==> src/sv/cst_pkg.sv <==
`timescale 1ns / 1ps
// Shared constants for the call stack trie interner.
// No dependencies; imported by every module of the block.
package cst_pkg;

  // Default sizes
  localparam int DEF_NODES      = 4096;
  localparam int DEF_EDGE_SLOTS = 8192;
  localparam int DEF_MAX_DEPTH  = 64;

  // Fixed field widths
  localparam int FRAME_W  = 64;
  localparam int QID_W    = 12;
  localparam int STATUS_W = 2;
  localparam int COUNT_W  = 13;

  // Command codes
  localparam logic CMD_INSERT = 1'b0;
  localparam logic CMD_QUERY  = 1'b1;

  // Status codes
  localparam logic [STATUS_W-1:0] STATUS_OK        = 2'd0;
  localparam logic [STATUS_W-1:0] STATUS_NOT_FOUND = 2'd1;
  localparam logic [STATUS_W-1:0] STATUS_FULL      = 2'd2;

  // Hash multipliers
  localparam logic [63:0] HASH_GOLD = 64'h9E3779B97F4A7C15;
  localparam logic [63:0] HASH_MIX  = 64'hBF58476D1CE4E5B9;

endpackage

==> src/sv/cst_hash.sv <==
`timescale 1ns / 1ps
// Four-stage pipelined slot hash of (parent node, frame address).
// Depends on cst_pkg for the hash multipliers.
module cst_hash
  import cst_pkg::*;
#(
  parameter int ID_W  = 12,
  parameter int IDX_W = 13
) (
  input  logic               clk,
  input  logic               rst,
  input  logic               start,
  input  logic [ID_W-1:0]    parent,
  input  logic [FRAME_W-1:0] frame,
  output logic               done,
  output logic [IDX_W-1:0]   idx
);

  logic [3:0]         vld;
  logic [FRAME_W-1:0] frame1;
  logic [ID_W+31:0]   gp_lo;
  logic [31:0]        gp_hi;
  logic [63:0]        h1;
  logic [63:0]        ll;
  logic [31:0]        hl;
  logic [31:0]        lh;
  logic [63:0]        gp_sum;
  logic [63:0]        h1_next;
  logic [63:0]        h3;
  logic [ID_W+31:0]   gp_lo_next;
  logic [63:0]        ll_next;

  // Stage valid chain
  always_ff @(posedge clk) begin
    if (rst) begin
      vld <= '0;
    end else begin
      vld <= {vld[2:0], start};
    end
  end

  assign done = vld[3];

  // Products and mixing steps
  always_comb begin
    gp_lo_next = parent * HASH_GOLD[31:0];
    gp_sum     = 64'(gp_lo) + {gp_hi, 32'b0};
    h1_next    = frame1 ^ gp_sum;
    h1_next    = h1_next ^ (h1_next >> 31);
    ll_next    = h1[31:0] * HASH_MIX[31:0];
    h3         = ll + {hl + lh, 32'b0};
    h3         = h3 ^ (h3 >> 29);
  end

  // Pipeline registers
  always_ff @(posedge clk) begin
    gp_lo  <= gp_lo_next;
    gp_hi  <= 32'(parent * HASH_GOLD[63:32]);
    frame1 <= frame;
    h1     <= h1_next;
    ll     <= ll_next;
    hl     <= 32'(h1[63:32] * HASH_MIX[31:0]);
    lh     <= 32'(h1[31:0] * HASH_MIX[63:32]);
    idx    <= h3[IDX_W-1:0];
  end

endmodule

==> config.mk <==
export PLATFORM = sky130hd
export DESIGN_NAME = cst_hash
export DESIGN_NICKNAME = d
export VERILOG_FILES = /design/src/sv/cst_pkg.sv /design/src/sv/cst_hash.sv
export SDC_FILE = /design/constraint.sdc
export NUM_CORES = 2
export LEC_CHECK = 0
export BUFFER_PORTS_ARGS = -buffer_cell sky130_fd_sc_hd__buf_2
export CAP_MARGIN = 20
export CELL_PAD_IN_SITES_DETAIL_PLACEMENT = 0
export CELL_PAD_IN_SITES_GLOBAL_PLACEMENT = 1
export CORE_MARGIN = 5
export CORE_UTILIZATION = 52
export CTS_CLUSTER_SIZE = 30
export DETAILED_ROUTE_END_ITERATION = 10
export PLACE_DENSITY = 0.87
export SLEW_MARGIN = 20
export SYNTH_ARGS = -nofsm -noshare
export SYNTH_HDL_FRONTEND = slang
export SYNTH_SLANG_ARGS = --single-unit
==> constraint.sdc <==
create_clock -name clk -period 9 [get_ports clk]
set_clock_uncertainty 0.1 [all_clocks]
set_input_delay 0.45 -clock clk [delete_from_list [all_inputs] [get_ports clk]]
set_output_delay 0.45 -clock clk [all_outputs]
set_load 0.05 [all_outputs]
### Yosys cells after proc, flatten, opt, wreduce, memory -nomap -nowiden

Cells that the tools add are included.

| cells by class | value |
|---|---|
| add/subtract/negate cells | 3 |
| multiply operators | 5 |
| bitwise logic cells | 3 |

Operators with widths:

| cell | number |
|---|---|
| $add 43x64->64 | 1 |
| $xor 64x33->64 | 1 |
| $xor 64x64->64 | 1 |
| $mul 12x31->43 const B | 1 |
| $add 42x42->42 | 1 |
| $mul 32x29->42 const B | 1 |
| $mul 12x32->32 const B | 1 |
| $mul 32x29->10 const B | 1 |
| $mul 32x32->10 const B | 1 |
| $xor 13x13->13 | 1 |
| $add 10x10->10 | 1 |

| word-level totals | value |
|---|---|
| register bits after elaboration | 282 |
| logic and storage cells | 20 |

### Longest topological paths before layout

| depth | value |
|---|---|
| depth in word-level cells | 3 |
| gate-level depth with buffers | 24 |

### Least setup slack after synthesis

No wires, ideal clock.

| path | value |
|---|---|
| kind | reg-to-reg |
| start point | register h1[12] |
| end point | register ll[41] |
| arrival time | 6448 ps |
| required time | 8828 ps |
| slack | 2380 ps |
| stages on the path, launching flop included | 22 |
| period minus slack after synthesis | 6620 ps |
| cell sequence | dfxtp_1 > ha_1 > fa_1 > inv_1 > fa_1 > fa_1 > fa_1 > inv_1 > fa_1 > fa_1 > inv_1 > fa_1 > inv_1 > ha_1 > a222oi_1 > nor4b_1 > o211ai_1 > a211oi_1 > o21ai_1 > a41o_1 > a21oi_1 > xnor2_1 |

| between the ends | value |
|---|---|
| longest elaborated chain between the ends | 1 |

RTL lines:

| item | RTL line | RTL |
|---|---|---|
| start: declaration | cst_hash.sv:23 | `logic [63:0] h1;` |
| start signal: assignment | cst_hash.sv:60 | `h1 <= h1_next;` |
| $mul 32x29->42 | cst_hash.sv:50 | `ll_next = h1[31:0] * HASH_MIX[31:0];` |
| named net ll_next[41] | cst_hash.sv:31 | `logic [63:0] ll_next;` |
| end signal: assignment | cst_hash.sv:61 | `ll <= ll_next;` |
| end: declaration | cst_hash.sv:24 | `logic [63:0] ll;` |

The timed path passes the listed nets, and every way through them passes these cells.
A chain may end at the register's enable or synchronous reset.

### Final worst setup path

| path | value |
|---|---|
| start point | register h1[2] |
| end point | register ll[40] |

The elaborated chain is that of the path after synthesis.

==> impl_metrics.json <==
{
  "status": "completed",
  "cts_tree": "done",
  "yosys-top-cells-area": "fa_1 36%, ha_1 21%, dfxtp_1 15%",
  "syn_avg_cell_area_um2": 10.5,
  "critical-path-max-stage-delay_ns": 0.73,
  "drv_cap": 0,
  "area_growth_pct": 9.77,
  "fp.dieH_um": 256,
  "start_util": 0.523,
  "antenna_found_initial": 1,
  "timing.final.crit_share": 0.828,
  "grt_pass1_wl_um": 135000,
  "clk_pin_slew_worst_paths_ns": 0.06,
  "antenna_left": 0,
  "io_pins": 93,
  "hpwlAfterDp_um": 75600,
  "cp_slowest_cell": "dfxtp_1",
  "routed_wl_um": 87100,
  "critPathArrivalTime_ns": 7.82,
  "cts_post_setup_buffers_inserted": 0,
  "tns_ns": 0,
  "grtUsageTotal": 0.269,
  "grt_overflow": 0,
  "netlist_instances": 3003,
  "worst-path-max-fanout": 10,
  "fill_cells": 5199,
  "grt_pass1_vias": 23258,
  "yosys.area.top_type_share": 0.357,
  "crit_path_start_kind": "flop",
  "finalHoldViolations": 0,
  "vias": 20707,
  "synth_area_um2": 31500,
  "drive_above_1_share": 0.0510,
  "cp_top_family": "adder cells",
  "final_core_util": 0.574,
  "nNetsFinal": 4348,
  "yosys_warnings": 0,
  "synth_edf_count": 0,
  "synthArstFlopShare": 0,
  "numCtsBuffers": 29,
  "end_kind": "flop",
  "numPortBuffers": 92,
  "crit_chain": "inv_1, fa_1, inv_1, fa_1, fa_1, inv_1, fa_1, inv_1, fa_1, fa_1, fa_1, inv_1, fa_1, inv_1, ha_1, nand3_1, nor3_1, o2111ai_1, a31oi_1, o41ai_4, o211ai_1, a21o_1, a21oi_1, xnor2_1",
  "cpMostUsedCell": "fa_1",
  "tightest_slew_ns": 1.06,
  "worstRegToRegCells": 24,
  "syn-num-nets": 4159,
  "drtIter0Drc": 1049,
  "crit_type": "flop to flop",
  "firstDrtPassIters": 5,
  "post-synth-top-area-cell": "fa_1",
  "core_um2": 60100,
  "min_path_cells": 1,
  "finalWeightedCongestion": 1.02,
  "drt_drc_violations_left": 0,
  "ys_dominant_reg_cell": "dfxtp_1",
  "root_buffer": "clkbuf_16",
  "synth-seq-cells": 240,
  "path_buf_inv": 6,
  "crit_cells": 24,
  "use_met1": 0.342,
  "yosysSeqAreaShare": 0.153,
  "cts_max_level": 1,
  "die-width_um": 256,
  "required_ns": 9.37,
  "hold_class": "input pin to flop",
  "setup-violations-final": 0,
  "slew_headroom": 0.288,
  "rsz0062_at_grt": "no",
  "ys_types": 68,
  "clock_latency_ns": 0.58,
  "final_max_slew_viol_count": 0,
  "post_drt_via_cell_ratio": 5.18,
  "grtUsageMet3": 0.0335,
  "ctsResizeCount": 0,
  "wl_per_cell_um": 21.8,
  "cts_buffer_depth": 3,
  "cts.sinks": 240,
  "die_area_um2": 65500,
  "fp-row-count": 90,
  "grt_start_max_net_pins": 15,
  "use_met2": 0.465,
  "max_clock_freq_mhz": 134,
  "grt.busiest_layer": "met2",
  "finalCriticalPeriod_ns": 7.45
}
-- stage by stage --
stage | hold WS [ns] | setup slack, ns | instances | area, um^2
after CTS | 0.0871 | 1.57 | 3997 | 34500
final | 0.115 | 1.55 | 3998 | 34500
after detailed placement | 0.294 | 1.59 | 3877 | 32900
after global routing | 0.106 | 1.11 | 3997 | 34500
after global placement | 0.297 | 1.63 | 3877 | 32900
after floorplan | 0.259 | 2.38 | 3003 | 31500
-- area by class of cell --
cell class | instances | area, um^2 | share of cell area
multi-input combinational | 1908 | 23500 | 0.679
sequential | 240 | 4800 | 0.139
inverter | 853 | 3200 | 0.0927
timing repair buffer | 160 | 1140 | 0.0329
tap | 782 | 978 | 0.0283
clock buffer | 40 | 857 | 0.0248
clock inverter | 14 | 101 | 0.00293
antenna | 1 | 2.50 | 0.0000725
-- placed cells by master, fill, tap and decap left out, types with 19 or more instances in the layout --
| cell | instances |
|---|---|
| dlygate4sd3_1 | 66 |
| xnor2_1 | 249 |
| clkbuf_16 | 29 |
| inv_1 | 853 |
| a21oi_1 | 97 |
| nor2b_1 | 22 |
| nor2_1 | 68 |
| nand3_1 | 19 |
| a21o_1 | 57 |
| o21ai_0 | 49 |
| xor2_1 | 45 |
| ha_1 | 516 |
| fa_1 | 561 |
| nand2_1 | 41 |
| buf_2 | 92 |
| dfxtp_1 | 240 |
-- routing by layer --
metal,up-vias,share of wire
met5,-,0
met4,0,0.052
met3,174,0.051
met2,607,0.49
met1,10308,0.40
li1,9618,-
-- state kept, by name (all words and copies together) (netlist names) --
name,cells
hl,10
gp_hi,32
vld,4
lh,10
gp_lo,41
h1,42
idx,13
ll,24
frame1,64
-- Yosys cell counts, types with 22 or more instances --
library cell  count
fa_1            561
a21oi_1          97
xor2_1           45
nand2_1          41
o21ai_0          49
inv_1           853
dfxtp_1         240
xnor2_1         249
nor2b_1          22
a21o_1           57
nor2_1           68
ha_1            516
-- logic make-up after synthesis --
logic type / count (synthesis) / synth area share
flip-flops: 240 / 0.153
adder cells (fa/ha/maj): 1077 / 0.562
buffers and inverters: 855 / 0.102
AND/OR/NAND/NOR: 222 / 0.0349
multiplexers: 2 / 0.000676
AO/OA/AOI/OAI: 313 / 0.0657
XOR/XNOR: 294 / 0.0818
-- final timing paths --
| kind | slack (ns) | startpoint | endpoint |
|---|---|---|---|
| setup / recovery | 1.55 | h1[2]$_DFF_P_ | ll[40]$_DFF_P_ |
| hold / removal | 0.12 | parent[1] | gp_hi[1]$_DFF_P_ |
| setup reg to reg | 1.55 | h1[2]$_DFF_P_ | ll[40]$_DFF_P_ |
| hold reg to reg | 0.30 | h1[33]$_DFF_P_ | hl[1]$_DFF_P_ |
-- what timing repair did --
action | 4_1_cts | 5_1_grt
endpoints found under the hold margin | 68 | 0
endpoints found under the setup margin | 0 | 0
hold buffers | 66 | 0
Power is not shown: default switching activity piles up to over one toggle a cycle in this logic, so the estimate is an artifact.
